===== src/rtl/core/sed_pkg.sv =====
// Package for the string escape decoder.
// Holds the character constants, the decode state types and the result payload type.
// No dependencies; compile first.
package sed_pkg;

   localparam int CHAR_W  = 21;
   localparam int DATA_W  = 32;
   localparam int COUNT_W = 3;

   // Code points that steer the decoder
   localparam logic [CHAR_W-1:0] CH_BSLASH  = 21'h00005C;
   localparam logic [CHAR_W-1:0] CH_QUOTE   = 21'h000022;
   localparam logic [CHAR_W-1:0] CH_LOWER_T = 21'h000074;
   localparam logic [CHAR_W-1:0] CH_LOWER_N = 21'h00006E;
   localparam logic [CHAR_W-1:0] CH_LOWER_R = 21'h000072;
   localparam logic [CHAR_W-1:0] CH_LOWER_U = 21'h000075;
   localparam logic [CHAR_W-1:0] CH_LOWER_A = 21'h000061;
   localparam logic [CHAR_W-1:0] CH_UPPER_A = 21'h000041;

   // Decoded control characters
   localparam logic [DATA_W-1:0] CODE_TAB = 32'd9;
   localparam logic [DATA_W-1:0] CODE_LF  = 32'd10;
   localparam logic [DATA_W-1:0] CODE_CR  = 32'd13;

   // Offsets that turn a code point into a hex digit value
   localparam logic [DATA_W-1:0] LOWER_OFFSET = 32'h00000057;   // 'a' - 10
   localparam logic [DATA_W-1:0] UPPER_OFFSET = 32'h00000037;   // 'A' - 10
   localparam logic [DATA_W-1:0] DIGIT_OFFSET = 32'h00000030;   // '0'

   // Hex digit counts of the short and long escapes
   localparam logic [COUNT_W-1:0] SHORT_HEX = 3'd4;
   localparam logic [COUNT_W-1:0] LONG_HEX  = 3'd6;

   typedef enum logic [2:0] {
      MODE_PLAIN  = 3'b001,
      MODE_ESCAPE = 3'b010,
      MODE_HEX    = 3'b100
   } mode_type;

   typedef struct packed {
      mode_type            mode;
      logic [COUNT_W-1:0]  digits_left;
      logic [DATA_W-1:0]   hex_accum;
   } dec_state_type;

   typedef struct packed {
      logic [DATA_W-1:0] out_char;
      logic              char_present;
      logic              out_last;
      logic              trunc_error;
   } rsp_payload_type;

   typedef struct packed {
      logic            emit;
      rsp_payload_type payload;
   } step_out_type;

endpackage


===== src/rtl/core/sed_if.sv =====
// Channel interfaces of the string escape decoder: code points in, decoded results out.
// Depends on sed_pkg.
interface sed_req_if import sed_pkg::*; ();
   logic              valid;
   logic              ready;
   logic [CHAR_W-1:0] in_char;
   logic              in_last;

   modport source (output valid, in_char, in_last, input ready);
   modport sink   (input valid, in_char, in_last, output ready);
endinterface

interface sed_rsp_if import sed_pkg::*; ();
   logic              valid;
   logic              ready;
   logic [DATA_W-1:0] out_char;
   logic              char_present;
   logic              out_last;
   logic              trunc_error;

   modport source (output valid, out_char, char_present, out_last, trunc_error, input ready);
   modport sink   (input valid, out_char, char_present, out_last, trunc_error, output ready);
endinterface


===== src/rtl/core/sed_step.sv =====
// Next-state and result logic for one code point of the escape decoder.
// Purely combinational; depends on sed_pkg.
module sed_step import sed_pkg::*; (
   input  dec_state_type     state_cur,
   input  logic [CHAR_W-1:0] in_char,
   input  logic              in_last,
   output dec_state_type     state_nxt,
   output step_out_type      step_out
);

   logic [DATA_W-1:0]  char_ext;
   logic [DATA_W-1:0]  digit;
   logic [COUNT_W-1:0] digits_dec;
   logic               have;
   logic [DATA_W-1:0]  value;
   dec_state_type      state_mid;

   assign char_ext = {{(DATA_W-CHAR_W){1'b0}}, in_char};

   // Unchecked hex conversion; wraps below '0'
   always_comb begin
      priority if (in_char >= CH_LOWER_A) begin
         digit = char_ext - LOWER_OFFSET;
      end else if (in_char >= CH_UPPER_A) begin
         digit = char_ext - UPPER_OFFSET;
      end else begin
         digit = char_ext - DIGIT_OFFSET;
      end
   end

   assign digits_dec = (state_cur.digits_left != '0) ?
                       state_cur.digits_left - 3'd1 : state_cur.digits_left;

   always_comb begin
      state_mid = state_cur;
      have      = 1'b0;
      value     = '0;
      unique case (state_cur.mode)
         MODE_PLAIN: begin
            if (in_char == CH_BSLASH) begin
               state_mid.mode = MODE_ESCAPE;
            end else begin
               have  = 1'b1;
               value = char_ext;
            end
         end
         MODE_ESCAPE: begin
            priority if (in_char == CH_LOWER_T) begin
               have = 1'b1; value = CODE_TAB; state_mid.mode = MODE_PLAIN;
            end else if (in_char == CH_LOWER_N) begin
               have = 1'b1; value = CODE_LF;  state_mid.mode = MODE_PLAIN;
            end else if (in_char == CH_LOWER_R) begin
               have = 1'b1; value = CODE_CR;  state_mid.mode = MODE_PLAIN;
            end else if (in_char == CH_QUOTE || in_char == CH_BSLASH) begin
               have = 1'b1; value = char_ext; state_mid.mode = MODE_PLAIN;
            end else begin
               state_mid.mode        = MODE_HEX;
               state_mid.digits_left = (in_char == CH_LOWER_U) ? SHORT_HEX : LONG_HEX;
               state_mid.hex_accum   = '0;
            end
         end
         MODE_HEX: begin
            // Shift in one digit, wrap mod 2^32
            state_mid.hex_accum   = {state_cur.hex_accum[DATA_W-5:0], 4'b0000} + digit;
            state_mid.digits_left = digits_dec;
            if (digits_dec == '0) begin
               have           = 1'b1;
               value          = state_mid.hex_accum;
               state_mid.mode = MODE_PLAIN;
            end
         end
         default: begin
            state_mid.mode = MODE_PLAIN;
         end
      endcase
   end

   always_comb begin
      step_out.emit                 = have || in_last;
      step_out.payload.out_char     = have ? value : '0;
      step_out.payload.char_present = have;
      step_out.payload.out_last     = in_last;
      step_out.payload.trunc_error  = in_last && !have && (state_mid.mode != MODE_PLAIN);
      if (in_last) begin
         // The string is closed: start the next one clean
         state_nxt.mode        = MODE_PLAIN;
         state_nxt.digits_left = '0;
         state_nxt.hex_accum   = '0;
      end else begin
         state_nxt = state_mid;
      end
   end

endmodule


===== src/rtl/core/string_escape_decoder.sv =====
// String escape decoder, top level. Depends on sed_pkg, sed_if (channel interfaces)
// and sed_step (per-character decode logic).
//
// Takes the content code points of a quoted string, one per transfer on req_chan, with
// in_last marking the final one, and returns decoded characters on rsp_chan. A backslash
// opens an escape: t, n, r give TAB, LF, CR; a quote or backslash stands for itself; 'u'
// reads the next 4 code points as hex digits and any other character reads 6. Hex digits
// are not checked; the value wraps modulo 2^32. Characters that only advance an escape
// produce no transfer. The closing code point always produces exactly one transfer with
// out_last set; if the string ended inside an escape that transfer carries trunc_error
// with char_present clear and out_char zero. Throughput is one code point per cycle while
// rsp_chan is not stalled: the decode state loop is a single 32-bit shift-add plus a few
// compares, so a new code point can follow every cycle. A result passes through the input
// register, then the result register. A stalled result holds in the result register while
// one more code point waits in the input register; code points that produce no result keep
// moving during the stall.
module string_escape_decoder import sed_pkg::*; (
   input  logic          clock,
   input  logic          reset,
   sed_req_if.sink       req_chan,
   sed_rsp_if.source     rsp_chan
);

   // Input register
   logic              in_valid_ff;
   logic              in_valid_in;
   logic [CHAR_W-1:0] in_char_ff;
   logic              in_last_ff;

   // Decode state
   dec_state_type state_ff;
   dec_state_type state_in;

   // Result register
   logic            out_valid_ff;
   logic            out_valid_in;
   rsp_payload_type out_payload_ff;

   step_out_type step_out;
   logic         req_take;
   logic         stage_adv;
   logic         out_free;

   sed_step u_step (
      .state_cur (state_ff),
      .in_char   (in_char_ff),
      .in_last   (in_last_ff),
      .state_nxt (state_in),
      .step_out  (step_out)
   );

   // Result register can take a new value when empty or drained this cycle
   assign out_free  = !out_valid_ff || rsp_chan.ready;
   // Advance the input register when its result has a place or it has no result
   assign stage_adv = in_valid_ff && (!step_out.emit || out_free);

   assign req_chan.ready = !in_valid_ff || stage_adv;
   assign req_take       = req_chan.valid && req_chan.ready;

   always_comb begin
      in_valid_in = in_valid_ff;
      if (req_take) begin
         in_valid_in = 1'b1;
      end else if (stage_adv) begin
         in_valid_in = 1'b0;
      end
   end

   always_comb begin
      out_valid_in = out_valid_ff;
      if (stage_adv && step_out.emit) begin
         out_valid_in = 1'b1;
      end else if (rsp_chan.ready) begin
         out_valid_in = 1'b0;
      end
   end

   // Control state
   always_ff @(posedge clock) begin
      if (reset) begin
         in_valid_ff           <= 1'b0;
         out_valid_ff          <= 1'b0;
         state_ff.mode         <= MODE_PLAIN;
         state_ff.digits_left  <= '0;
         state_ff.hex_accum    <= '0;
      end else begin
         in_valid_ff  <= in_valid_in;
         out_valid_ff <= out_valid_in;
         if (stage_adv) begin
            state_ff <= state_in;
         end
      end
   end

   // Payload: capture the code point on an input transfer, the result when it is made
   always_ff @(posedge clock) begin
      if (req_take) begin
         in_char_ff <= req_chan.in_char;
         in_last_ff <= req_chan.in_last;
      end
      if (stage_adv && step_out.emit) begin
         out_payload_ff <= step_out.payload;
      end
   end

   assign rsp_chan.valid        = out_valid_ff;
   assign rsp_chan.out_char     = out_payload_ff.out_char;
   assign rsp_chan.char_present = out_payload_ff.char_present;
   assign rsp_chan.out_last     = out_payload_ff.out_last;
   assign rsp_chan.trunc_error  = out_payload_ff.trunc_error;

endmodule


===== src/flat_wrapper.sv =====
// flat-port wrapper written by rule: the top's interface ports become plain ports
module string_escape_decoder_flat import sed_pkg::*;
  (clock, reset, req_chan_valid, req_chan_in_char, req_chan_in_last, req_chan_ready, rsp_chan_valid, rsp_chan_out_char, rsp_chan_char_present, rsp_chan_out_last, rsp_chan_trunc_error, rsp_chan_ready);
  sed_req_if req_chan_i ();
  sed_rsp_if rsp_chan_i ();
  input  logic clock;
  input  logic reset;
  input wire logic [$bits(req_chan_i.valid)-1:0] req_chan_valid;
  input wire logic [$bits(req_chan_i.in_char)-1:0] req_chan_in_char;
  input wire logic [$bits(req_chan_i.in_last)-1:0] req_chan_in_last;
  output wire logic [$bits(req_chan_i.ready)-1:0] req_chan_ready;
  output wire logic [$bits(rsp_chan_i.valid)-1:0] rsp_chan_valid;
  output wire logic [$bits(rsp_chan_i.out_char)-1:0] rsp_chan_out_char;
  output wire logic [$bits(rsp_chan_i.char_present)-1:0] rsp_chan_char_present;
  output wire logic [$bits(rsp_chan_i.out_last)-1:0] rsp_chan_out_last;
  output wire logic [$bits(rsp_chan_i.trunc_error)-1:0] rsp_chan_trunc_error;
  input wire logic [$bits(rsp_chan_i.ready)-1:0] rsp_chan_ready;
  assign req_chan_i.valid = req_chan_valid;
  assign req_chan_i.in_char = req_chan_in_char;
  assign req_chan_i.in_last = req_chan_in_last;
  assign req_chan_ready = req_chan_i.ready;
  assign rsp_chan_valid = rsp_chan_i.valid;
  assign rsp_chan_out_char = rsp_chan_i.out_char;
  assign rsp_chan_char_present = rsp_chan_i.char_present;
  assign rsp_chan_out_last = rsp_chan_i.out_last;
  assign rsp_chan_trunc_error = rsp_chan_i.trunc_error;
  assign rsp_chan_i.ready = rsp_chan_ready;
  string_escape_decoder u_core (.clock(clock), .reset(reset), .req_chan(req_chan_i), .rsp_chan(rsp_chan_i));
endmodule

===== config.mk =====
export PLATFORM = sky130hd
export DESIGN_NAME = string_escape_decoder_flat
export DESIGN_NICKNAME = d
export VERILOG_FILES = /design/src/rtl/core/sed_pkg.sv /design/src/rtl/core/sed_if.sv /design/src/rtl/core/sed_step.sv /design/src/rtl/core/string_escape_decoder.sv /design/src/flat_wrapper.sv
export SDC_FILE = /design/constraint.sdc
export NUM_CORES = 1
export LEC_CHECK = 0
export BUFFER_PORTS_ARGS = -buffer_cell sky130_fd_sc_hd__buf_2
export CORE_ASPECT_RATIO = 0.75
export CORE_MARGIN = 3
export CORE_UTILIZATION = 53
export CTS_CLUSTER_DIAMETER = 100
export DETAILED_ROUTE_END_ITERATION = 10
export GPL_TIMING_DRIVEN = 0
export PLACE_DENSITY = 0.88
export SLEW_MARGIN = 20
export SYNTH_ARGS = -nofsm -noshare
export SYNTH_HDL_FRONTEND = slang
export SYNTH_SLANG_ARGS = --single-unit

===== constraint.sdc =====
create_clock -name clock -period 4.3 [get_ports clock]
set_input_delay 0.86 -clock clock [delete_from_list [all_inputs] [get_ports clock]]
set_output_delay 0.86 -clock clock [all_outputs]
set_load 0.02 [all_outputs]

==> qor.yml <==
outcome: "finished with violations"
violations: "negative setup slack"
multi_input_area_um2: 3320
period_minus_slack_ps: 4610
slew_headroom: 0.265
synth_area_per_cell_um2: 10.0
synth.net_count: 620
synth_common_cells: "edfxtp_1 (57), nand2_1 (44), nor2_1 (42)"
critPathMaxStageDelay_ps: 420
p_comb_frac: 0.127
synth_top_area_cell: "edfxtp_1"
grt_overflow: 0
p_seq_frac: 0.483
synth_top_family_by_area: "compound AO/OA/AOI/OAI gates"
hold-worst-slack_ps: 461
cp_cell_sequence: "buf_6 -> nor4_4 -> nand4_1 -> a21o_1 -> a31oi_4 -> o21ai_1 -> nor3_1 -> xor2_1 -> ha_2 -> a21oi_1 -> nor2_1 -> a211o_1 -> o21a_2 -> o31ai_4 -> a211oi_2 -> or3_4 -> and3_4"
finalInstanceArea_um2: 7090
drive_gt1_frac: 0.297
start_util: 0.560
antenna_found_initial: 0
synth.most_common_cell: "edfxtp_1"
hold_class: "reg2reg"
netSwitchingPower_mw: 0.494
wl_mm: 15.8
cp-end-kind: "flop"
synth-seq-area-share: 0.437
ff_latch_area_um2: 2430
antenna_left: 0
io_pins: 63
setup_ws_ps: -312
insertion_delay_ps: 350
synth-seq-cells: 93
first_pass_iters: 5
die_w_um: 124
grt_pass1_vias: 4828
synth-edff-count: 57
grt_first_pass_wirelength_mm: 24.0
max-vdd-ir-drop_mv: 0.276
core_area_um2: 9930
clk_transition_reported_paths_ps: 60
syn_area_um2: 5560
finalHoldViolations: 0
critPathTopFamily: "compound AO/OA/AOI/OAI gates"
pre_cts_slack_ps: -649
clkPwrFrac: 0.390
vias: 5167
cts_buffers: 9
synth-xor-area-share: 0.0646
syn_to_final_growth_pct: 27.6
synth-simple-area-share: 0.168
htreeDepth: 3
synth_compound_area_frac: 0.207
synth_area_leaders: "edfxtp_1 (31%), dfxtp_1 (13%), ha_1 (8.6%)"
routed_via_density: 6.36
startpoint_type: "flop"
fin_skew_ps: 6.21
synthFlopType: "edfxtp_1"
rows: 31
yosysWarnings: 0
worst_slew_pin_slew_ps: 1100
cts_tree: "built"
synthAdderAreaFrac: 0.0891
sw_frac_of_total: 0.240
yosysUniqueCellTypes: 65
cp.required_ps: 4410
crit_slowest_cell: "edfxtp_1"
numPortBuffers: 62
power_mw: 2.06
rsz0062_at_grt: "yes"
clock.fmax_ghz: 0.217
drv_slew: 0
root_buffer: "clkbuf_16"
fillers: 681
maxCapViolCount: 0
remaining_drc_errors: 0
path_max_fanout: 6
p_leak_nw: 2.98
cp.arrival_ps: 4720
cellInternalPower_mw: 1.56
clkSinkCount: 93
dp_hpwl_mm: 10.2
finalCritPeriodShare: 1.07
dieArea_um2: 11800
path_class: "reg2reg"
critPathBufInv: 1
setup_viol: 18
wl_per_cell_um: 19.4
cts_buffer_depth: 2
fin_nets: 741
gp_congestion: 0.966
synthCells: 555
grt_max_degree: 29
grt_usage: 0.253
place_area_um2: 6100
drt_iter0_drc: 570
synthMuxAreaShare: 0.00743
setup-tns-final_ps: -2290
synthArstFlopShare: 0
die_y_um: 94.7
diodes: 0
p_per_area_nw_per_um2: 290
netlist.area_leader.share: 0.308
==> worst register-to-register path, cell delays in order (launching register included) <==
cell,delay [ps]
edfxtp_1,420
buf_6,150
nor4_4,390
nand4_1,210
a21o_1,270
a31oi_4,190
o21ai_1,110
nor3_1,220
xor2_1,270
ha_2,370
a21oi_1,200
nor2_1,80
a211o_1,270
o21a_2,250
o31ai_4,260
a211oi_2,130
or3_4,400
and3_4,180
==> layer usage <==
| metal | share of wire | routed length (um) | up-vias | GRT usage |
|---|---|---|---|---|
| li1 | - | - | 2332 | - |
| met1 | 0.40 | 6270 | 2440 | 0.320 |
| met2 | 0.47 | 7360 | 337 | 0.404 |
| met3 | 0.10 | 1580 | 58 | 0.0786 |
| met4 | 0.035 | 548 | 0 | 0.117 |
| met5 | 0 | 0 | - | 0 |
==> layout make-up <==
| type | count | share of cell area |
|---|---|---|
| clock inverters | 1 | 0.00123 |
| multi-input cells | 427 | 0.469 |
| flip-flops and latches | 93 | 0.343 |
| well taps | 132 | 0.0233 |
| inverters | 19 | 0.0101 |
| clock buffers | 15 | 0.0423 |
| repair buffers | 113 | 0.102 |
| plain buffers | 13 | 0.00953 |
==> power groups by stage <==
stage          clock network, mW  logic [mW]  registers [mW]
2_1_floorplan                  0       0.114            1.03
3_3_place_gp                   0       0.183            1.02
3_5_place_dp                   0       0.195            1.02
4_1_cts                    0.805       0.234           0.994
5_1_grt                    0.844       0.279           0.996
6_report                   0.801       0.262           0.994
==> layout by cell type (no fill, tap or decap), types with 14 or more instances in the layout <==
cell type / synthesis / routed
nand3_1: 15 / 14
edfxtp_1: 57 / 57
buf_4: 2 / 48
a21oi_1: 34 / 30
inv_1: 19 / 18
ha_1: 38 / 35
a22o_1: 37 / 37
xnor2_1: 21 / 19
xor2_1: 20 / 20
buf_2: 4 / 65
o21ai_0: 22 / 15
nor2_1: 42 / 36
nand2_1: 44 / 40
dfxtp_1: 36 / 36
==> timing repair <==
action                                  in CTS  in global routing
hold endpoints to repair                     0                  0
setup buffers                               36                 13
hold buffers                                 0                  0
pin swaps                                   25                 23
endpoints found under the setup margin      29                 31
gates resized for setup                     43                 35
==> through the flow <==
| step | instances | utilization |
|---|---|---|
| after floorplan | 555 | - |
| after global routing | 813 | 0.714 |
| after CTS | 800 | 0.689 |
| final | 813 | 0.714 |
| after global placement | 749 | 0.609 |
| after detailed placement | 751 | 0.614 |
==> worst paths after layout <==
path                         start                           end  slack, ps  cells past startpoint
max          u_core.in_char_ff[11]  u_core.rsp_chan.out_char[21]       -310                     17
min            u_core.state_ff[23]           u_core.state_ff[23]        460                      2
max reg2reg  u_core.in_char_ff[11]  u_core.rsp_chan.out_char[21]       -310                     17
min reg2reg    u_core.state_ff[23]           u_core.state_ff[23]        460                      2
==> state kept, by name (all words and copies together), names as in the netlist <==
signal	count
u_core.in_char_ff	21
u_core.in_last_ff	1
u_core.in_valid_ff	1
u_core.rsp_chan.char_present	1
u_core.rsp_chan.out_char	32
u_core.rsp_chan.out_last	1
u_core.rsp_chan.trunc_error	1
u_core.rsp_chan.valid	1
u_core.state_ff	34
==> logic make-up (layout without fill, tap and decap cells) <==
family,Yosys count,after routing
xor+xnor,41,41
fa+ha+maj,39,39
flops,93,93
simple gates,180,180
buf+inv,35,161
mux,4,4
compound gates,163,163
No activity file was read; power rests on OpenSTA's default activity.
